**config.mk**
```make
export PLATFORM = sky130hd
export DESIGN_NAME = rek_front_flat
export DESIGN_NICKNAME = d
export VERILOG_FILES = /design/src/rek_pkg.sv /design/src/rek_if.sv /design/src/rek_front.sv /design/src/flat_wrapper.sv
export SDC_FILE = /design/constraint.sdc
export NUM_CORES = 1
export LEC_CHECK = 0
export BUFFER_PORTS_ARGS = -buffer_cell sky130_fd_sc_hd__buf_2
export CORE_ASPECT_RATIO = 2
export CORE_UTILIZATION = 45
export DETAILED_ROUTE_END_ITERATION = 12
export PLACE_DENSITY = 0.73
export SYNTH_ARGS = -nofsm -noshare
export SYNTH_HDL_FRONTEND = slang
export SYNTH_SLANG_ARGS = --single-unit
```
**constraint.sdc**
```tcl
create_clock -name clock -period 1.3 [get_ports clock]
set_input_delay 0.13 -clock clock [delete_from_list [all_inputs] [get_ports clock]]
set_output_delay 0.13 -clock clock [all_outputs]
set_load 0.005 [all_outputs]
```
**src/rek_pkg.sv**
```systemverilog
// shared widths, constants and types for the rolling excess kurtosis block
package rek_pkg;

   localparam int SAMPLE_W       = 14;
   localparam int PERIOD_W       = 9;
   localparam int KURT_W         = 32;
   localparam int PERIOD_MIN     = 4;
   localparam int PERIOD_MAX_DEF = 256;
   localparam logic [PERIOD_W-1:0] PERIOD_RESET = PERIOD_W'(5);

   // running sum widths, sized for the largest window
   localparam int S1_W = 23;
   localparam int S2_W = 36;
   localparam int S3_W = 49;
   localparam int S4_W = 62;

   // shared multiplier geometry
   localparam int WIDE_W  = 128;
   localparam int OPB_W   = 64;
   localparam int DIGIT_W = 8;

   // input queue between front and back
   localparam int QUEUE_DEPTH = 2;

   typedef struct packed {
      logic signed [SAMPLE_W-1:0] sample;
      logic                       new_series;
   } item_type;

endpackage

```
**src/rek_if.sv**
```systemverilog
// handshake channels of the rolling excess kurtosis block
interface rek_req_if import rek_pkg::*; ();
   logic                       valid;
   logic                       ready;
   logic signed [SAMPLE_W-1:0] sample;
   logic                       new_series;
   modport source (output valid, sample, new_series, input ready);
   modport sink   (input valid, sample, new_series, output ready);
endinterface


```
**src/rek_front.sv**
```systemverilog
// input intake and short item queue
module rek_front import rek_pkg::*; (
   input  logic     clock,
   input  logic     reset,
   rek_req_if.sink  req_bus,
   output logic     item_valid,
   output item_type item,
   input  logic     item_pop
);

   localparam int QAW = (QUEUE_DEPTH > 1) ? $clog2(QUEUE_DEPTH) : 1;
   localparam int QCW = $clog2(QUEUE_DEPTH + 1);

   item_type         q_ff [QUEUE_DEPTH];
   logic [QAW-1:0]   wr_ff, wr_in;
   logic [QAW-1:0]   rd_ff, rd_in;
   logic [QCW-1:0]   cnt_ff, cnt_in;
   logic             push, pop;
   item_type         beat;

   assign req_bus.ready = (cnt_ff != QCW'(QUEUE_DEPTH));
   assign push          = req_bus.valid && req_bus.ready;
   assign item_valid    = (cnt_ff != '0);
   assign pop           = item_pop && item_valid;
   assign item          = q_ff[rd_ff];

   always_comb begin
      beat.sample     = req_bus.sample;
      beat.new_series = req_bus.new_series;
      wr_in  = wr_ff;
      rd_in  = rd_ff;
      cnt_in = cnt_ff;
      if (push) begin
         wr_in = (wr_ff == QAW'(QUEUE_DEPTH - 1)) ? '0 : wr_ff + 1'b1;
      end
      if (pop) begin
         rd_in = (rd_ff == QAW'(QUEUE_DEPTH - 1)) ? '0 : rd_ff + 1'b1;
      end
      if (push && !pop) begin
         cnt_in = cnt_ff + 1'b1;
      end else if (pop && !push) begin
         cnt_in = cnt_ff - 1'b1;
      end
   end

   always_ff @(posedge clock) begin
      if (push) begin
         q_ff[wr_ff] <= beat;
      end
      if (reset) begin
         wr_ff  <= '0;
         rd_ff  <= '0;
         cnt_ff <= '0;
      end else begin
         wr_ff  <= wr_in;
         rd_ff  <= rd_in;
         cnt_ff <= cnt_in;
      end
   end

endmodule

```
**src/flat_wrapper.sv**
```systemverilog
// flat-port wrapper written by rule: the top's interface ports become plain ports
module rek_front_flat import rek_pkg::*;
  (clock, reset, item_valid, item, item_pop, req_bus_valid, req_bus_sample, req_bus_new_series, req_bus_ready);
  rek_req_if req_bus_i ();
  input  logic clock;
  input  logic reset;
  output logic item_valid;
  output item_type item;
  input  logic item_pop;
  input wire logic [$bits(req_bus_i.valid)-1:0] req_bus_valid;
  input wire logic [$bits(req_bus_i.sample)-1:0] req_bus_sample;
  input wire logic [$bits(req_bus_i.new_series)-1:0] req_bus_new_series;
  output wire logic [$bits(req_bus_i.ready)-1:0] req_bus_ready;
  assign req_bus_i.valid = req_bus_valid;
  assign req_bus_i.sample = req_bus_sample;
  assign req_bus_i.new_series = req_bus_new_series;
  assign req_bus_ready = req_bus_i.ready;
  rek_front u_core (.clock(clock), .reset(reset), .req_bus(req_bus_i), .item_valid(item_valid), .item(item), .item_pop(item_pop));
endmodule
```
# ---- Yosys cells after proc, flatten, opt, wreduce, memory -nomap -nowiden
# Memory sizes are Yosys's and may differ from the RTL's. A register that Yosys moved wholly into a read port is not among the register bits.
# Index checks and enable logic that the tools add are counted.
dict set report totals {
  ff_bits 4
  mem_bits_rw 30
  in_bits 19
  output_inout_bits 17
  word_cells 25
  n_memories 1
}
# name words width read_ports rd_clocked_by_memory_dff write_ports line
set memory_table {}
lappend memory_table {u_core.q_ff 2 15 1 1 1 rek_front.sv:14} ;# item_type q_ff [QUEUE_DEPTH];
dict set report op_classes {
  n_addsub 4
  eq_ne 1
  n_mux 8
  n_reduce_logical 8
}
# cell n
set op_table {}
lappend op_table {{1-bit two-way mux} 6}
lappend op_table {{1-bit logical AND} 4}
lappend op_table {{2-bit two-way mux} 2}
lappend op_table {{2-bit nonzero test} 2}
lappend op_table {{1-bit adder (second input constant)} 2}
lappend op_table {{2-bit by 1-bit adder with 2-bit output (second input constant)} 1}
lappend op_table {{1-bit logical NOT} 2}
lappend op_table {{2-bit inequality test (second input constant)} 1}
lappend op_table {{2-bit by 1-bit subtractor with 2-bit output (second input constant)} 1}

# ---- Logic depth before layout (Yosys ltp)
dict set report logic_depth {
  ltp_word 6
  mapped_depth 6
  ltp_nobuf 6
}

# ---- Worst setup path after synthesis
# No wires, ideal clock.
dict set report synth_path {
  path_kind {reg2reg}
  startpoint {register u_core.cnt_ff[0]}
  endpoint {register u_core.cnt_ff[1]}
  setup_time_ns 0.070
  arrival_ns 1.452
  required_ns 1.230
  path_slack_ns -0.222
  path_stages_with_launch 6
  path_buffers 0
  synth_period_minus_slack_ns 1.522
  cell_sequence {dfxtp_1 -> nand2b_1 -> and2_1 -> ha_1 -> or3_1 -> a21oi_1}
}
dict set report synth_via {
  elab_chain_len 5
  word_cells_on_any_way 13
  classes_between {add/sub (2); eq/ne (1); mux (2); reduce/logical (8)}
}
# element line
set synth_lines {}
lappend synth_lines {{start: declaration} rek_front.sv:17} ;# logic [QCW-1:0] cnt_ff, cnt_in;
lappend synth_lines {{start signal: assignment} rek_front.sv:57} ;# cnt_ff <= cnt_in;
lappend synth_lines {{2-bit inequality test *} rek_front.sv:21} ;# assign req_bus.ready = (cnt_ff != QCW'(QUEUE_DEPTH));
lappend synth_lines {{net req_bus_ready} flat_wrapper.sv:13} ;# output wire logic [$bits(req_bus_i.ready)-1:0] req_bus_ready;
lappend synth_lines {{1-bit logical AND *} rek_front.sv:22} ;# assign push = req_bus.valid && req_bus.ready;
lappend synth_lines {{net u_core.push} rek_front.sv:18} ;# logic push, pop;
lappend synth_lines {{1-bit logical NOT} rek_front.sv:41} ;# end else if (pop && !push) begin
lappend synth_lines {{1-bit logical AND} rek_front.sv:41}
lappend synth_lines {{2-bit nonzero test (no line)} n/a}
# The timed path passes the listed nets; every way through them passes the cells marked *. The select of a mux whose other input is x is not followed.
# A chain may end at the register's enable or synchronous reset.

# ---- Final worst setup path
dict set report layout_path {
  startpoint {register u_core.cnt_ff[0]}
  endpoint {register u_core.cnt_ff[1]}
}
dict set report layout_via {
  elab_chain_len 5
  word_cells_on_any_way 13
  classes_between {add/sub (2); eq/ne (1); mux (2); reduce/logical (8)}
}
# element line
set layout_lines {}
lappend layout_lines {{2-bit inequality test *} rek_front.sv:21}
lappend layout_lines {{1-bit logical AND *} rek_front.sv:22}
lappend layout_lines {{net u_core.push} rek_front.sv:18}
lappend layout_lines {{1-bit logical NOT} rek_front.sv:41}
lappend layout_lines {{1-bit logical AND} rek_front.sv:41}
lappend layout_lines {{2-bit nonzero test (no line)} n/a}
# Marks and branches as above.

==> results.cfg <==
[setup_path]
worst_r2r_startpoint = u_core.cnt_ff[0]$_SDFFE_PP0P_
cp.arrival_ns = 1.62
worstSetupEndpointType = flip-flop
crit_required_ns = 1.52
worst_path_max_delay_cell = dfxtp_2
cp_slowest_stage_delay_ns = 0.33
startpoint = u_core.cnt_ff[0]$_SDFFE_PP0P_
cp-start-kind = flip-flop
crit_type = reg2reg
cp_max_fo = 3
path_cells = nand2b_4 -> and2_4 -> ha_4 -> xor2_1 -> or3_1 -> a21oi_1

[global_route]
grt-ovfl-total = 0
antenna_found_initial = 0
grt_pass1_vias = 857
grt_util_all_layers_pct = 18.2
grt_max_degree = 12
grt_pass1_wl_mm = 3.74

[placement]
port_buffers = 35
dp.cells = 143
gp_congestion = 0.640
dpl.hpwl_mm = 1.74
place_area_sq_mm = 0.00161

[pwr]
total_switching_power_uw = 937
p_leak_nw = 0.775
seqPwrFrac_pct = 41.5
switching_share_pct = 25.8
p_clk_share_pct = 21.6
ir_drop_mv = 1.32
pwr-share-comb_pct = 36.8
power_per_cell_area_mw_per_mm2 = 1930
p_int_mw = 2.69

[clock_tree]
clk_pin_slew_ns = 0.07
cts_tree = done
clkLatencyLatePin_ns = 0.29
htree_levels = 2
cts_buffers = 5
cts-root-buf = clkbuf_8
max-clock-path-buffers = 2
clkSinkCount = 35
postCtsHoldBufs = 0

[synthesis]
synth-edff-count = 30
yosysTopAreaCell = edfxtp_1
synth_top_cell_area_share_pct = 69.0
syn_inst = 71
async_flop_share_pct = 0
ys_types = 18
synth_adder_area_share_pct = 0.959
synth_mux_area_share_pct = 12.9
yosys.area_share.simple_pct = 3.84
syn_nets = 91
synth-xor-area-share_pct = 2.01
ys_ff_latch = 35
synth_ff_type = edfxtp_1
synth.area.top_cells = edfxtp_1 69%, mux2_2 13%, dfxtp_1 7.7%, xor2_1 2.0%, ha_1 0.96%
synth_area_sq_mm = 0.00131
synth.avg_cell_area_sq_um = 18.4
synth_common_cells = 30 x edfxtp_1, 15 x mux2_2, 5 x dfxtp_1
yosysSeqAreaShare_pct = 76.7
synth.most_common_cell = edfxtp_1
ys_warn_count = 0
synth_compound_area_share_pct = 2.30
synth_top_family_by_area = multiplexers

[route]
final_antenna_net_count = 0
drtIter0Drc = 9
vias_per_cell = 5.22
wl_mm = 2.43
wl_per_cell_microns = 16.0
drt_pass1_iterations = 2
vias = 793
drc = 0

[min_path]
hold_start = req_bus_sample[0]
min_path_type = in2reg

[sta]
layout_min_cycle_time_ns = 1.40
rsz0062_at_grt = yes
setup_viol = 17
setup_tns_ns = -0.757
skew_ns = 0.00757
post-route-period-util_pct = 108
relSlewSlack_pct = 85.3
tightest_slew_ns = 0.219
hold_viol_final = 0
drv_slew = 0
fin_ws_ns = -0.104
whs_ns = 0.0307
max_freq_ghz = 0.712

[flow_run]
cap_viol_max_count = 0

[layout]
synthToLayoutAreaGrowth_pct = 44.2
drive_gt1_share_pct = 64.2
final_area_sq_mm = 0.00188
fin_cells = 152
final_util_pct = 68.8
num_antenna_cells = 0
nNetsFinal = 142

[floorplan]
rows = 27
die_w_microns = 40.1
die_h_microns = 78.2
core_sq_mm = 0.00274
initial_core_util_pct = 47.7
die_area_sq_mm = 0.00313
pin_count = 36

[status]
violations = setup timing
status = finished with violations
[power groups by stage]
| stage | registers [mW] | logic [mW] | clock network, mW |
|---|---|---|---|
| after floorplan | 1.50 | 0.550 | 0 |
| after global routing | 1.52 | 1.42 | 0.847 |
| final | 1.51 | 1.34 | 0.785 |
| after global placement | 1.50 | 0.909 | 0 |
| after CTS | 1.51 | 1.32 | 0.803 |
| after detailed placement | 1.52 | 0.968 | 0 |
[metal layers]
layer	vias to the layer above	share of wire, %	global-route usage (%)
li1	369	-	-
met1	388	35	19.2
met2	27	57	28.7
met3	9	5.2	6.21
met4	0	3.1	11.4
met5	-	0	0
[critical path, delay by kind of cell (launching register included)]
kind | cells | cell delay, ns
and+or+nand+nor | 3 | 0.59
adders and majority gates | 1 | 0.15
AOI/OAI and AO/OA | 1 | 0.12
xor gates and xnor gates | 1 | 0.14
DFF | 1 | 0.33
[area by class of cell]
cell class | instances | area, sq um
flip-flops and latches | 35 | 1000
repair buffers | 46 | 374
well taps | 29 | 36.3
multi-input cells | 33 | 372
fillers | 191 | 855
clock buffers | 7 | 86.3
clock inverters | 1 | 5.00
inverters | 1 | 3.75
[kinds of logic after synthesis]
| group | count (synthesis) |
|---|---|
| buf+inv | 3 |
| fa+ha+maj | 1 |
| mux | 15 |
| xor+xnor | 3 |
| flops | 35 |
| compound gates | 5 |
| simple gates | 9 |
[registers in the layout (all words and copies together) (netlist names), named ones only]
signal         flops
u_core.cnt_ff      2
u_core.q_ff       30
u_core.rd_ff       1
u_core.wr_ff       1
[timing repair]
| action | in CTS | in global routing |
|---|---|---|
| resized for setup | 34 | 5 |
| buffers inserted | 1 | 0 |
| cloned | 0 | 0 |
| hold endpoints to repair | 0 | 0 |
| setup endpoints to repair | 17 | 40 |
[cells in the final DEF, fill, tap and decap left out]
cell and instances:
inv_2 1, dfxtp_2 3, ha_4 1, mux2_4 15
edfxtp_1 30, nor2_1 3, nand2b_4 1, a21bo_2 1
clkbuf_8 6, buf_6 19, clkinv_2 1, or3_1 1
nand3b_1 1, and2_4 1, a21oi_1 2, buf_2 20
o21ai_0 1, and3_2 1, o21ai_2 1, dfxtp_1 2
clkbuf_1 1, xor2_1 3, buf_8 1, buf_4 6
or2_2 1
[metrics by stage]
| step | total power [mW] | setup WS, ns |
|---|---|---|
| global route | 3.79 | -0.137 |
| floorplan | 2.05 | -0.0675 |
| CTS | 3.63 | -0.103 |
| finish | 3.63 | -0.104 |
| detailed placement | 2.49 | -0.103 |
| global placement | 2.41 | -0.0406 |
[path summary, 6_finish.rpt]
check                             endpoint  slack, ns  cells after the start
max          u_core.cnt_ff[1]$_SDFFE_PP0P_      -0.10                      6
max reg2reg  u_core.cnt_ff[1]$_SDFFE_PP0P_      -0.10                      6
min            u_core.q_ff[0][1]$_DFFE_PP_       0.03                      1
min reg2reg      u_core.rd_ff$_SDFFE_PP0P_       0.54                      2
No activity file was read; power rests on OpenSTA's default activity.
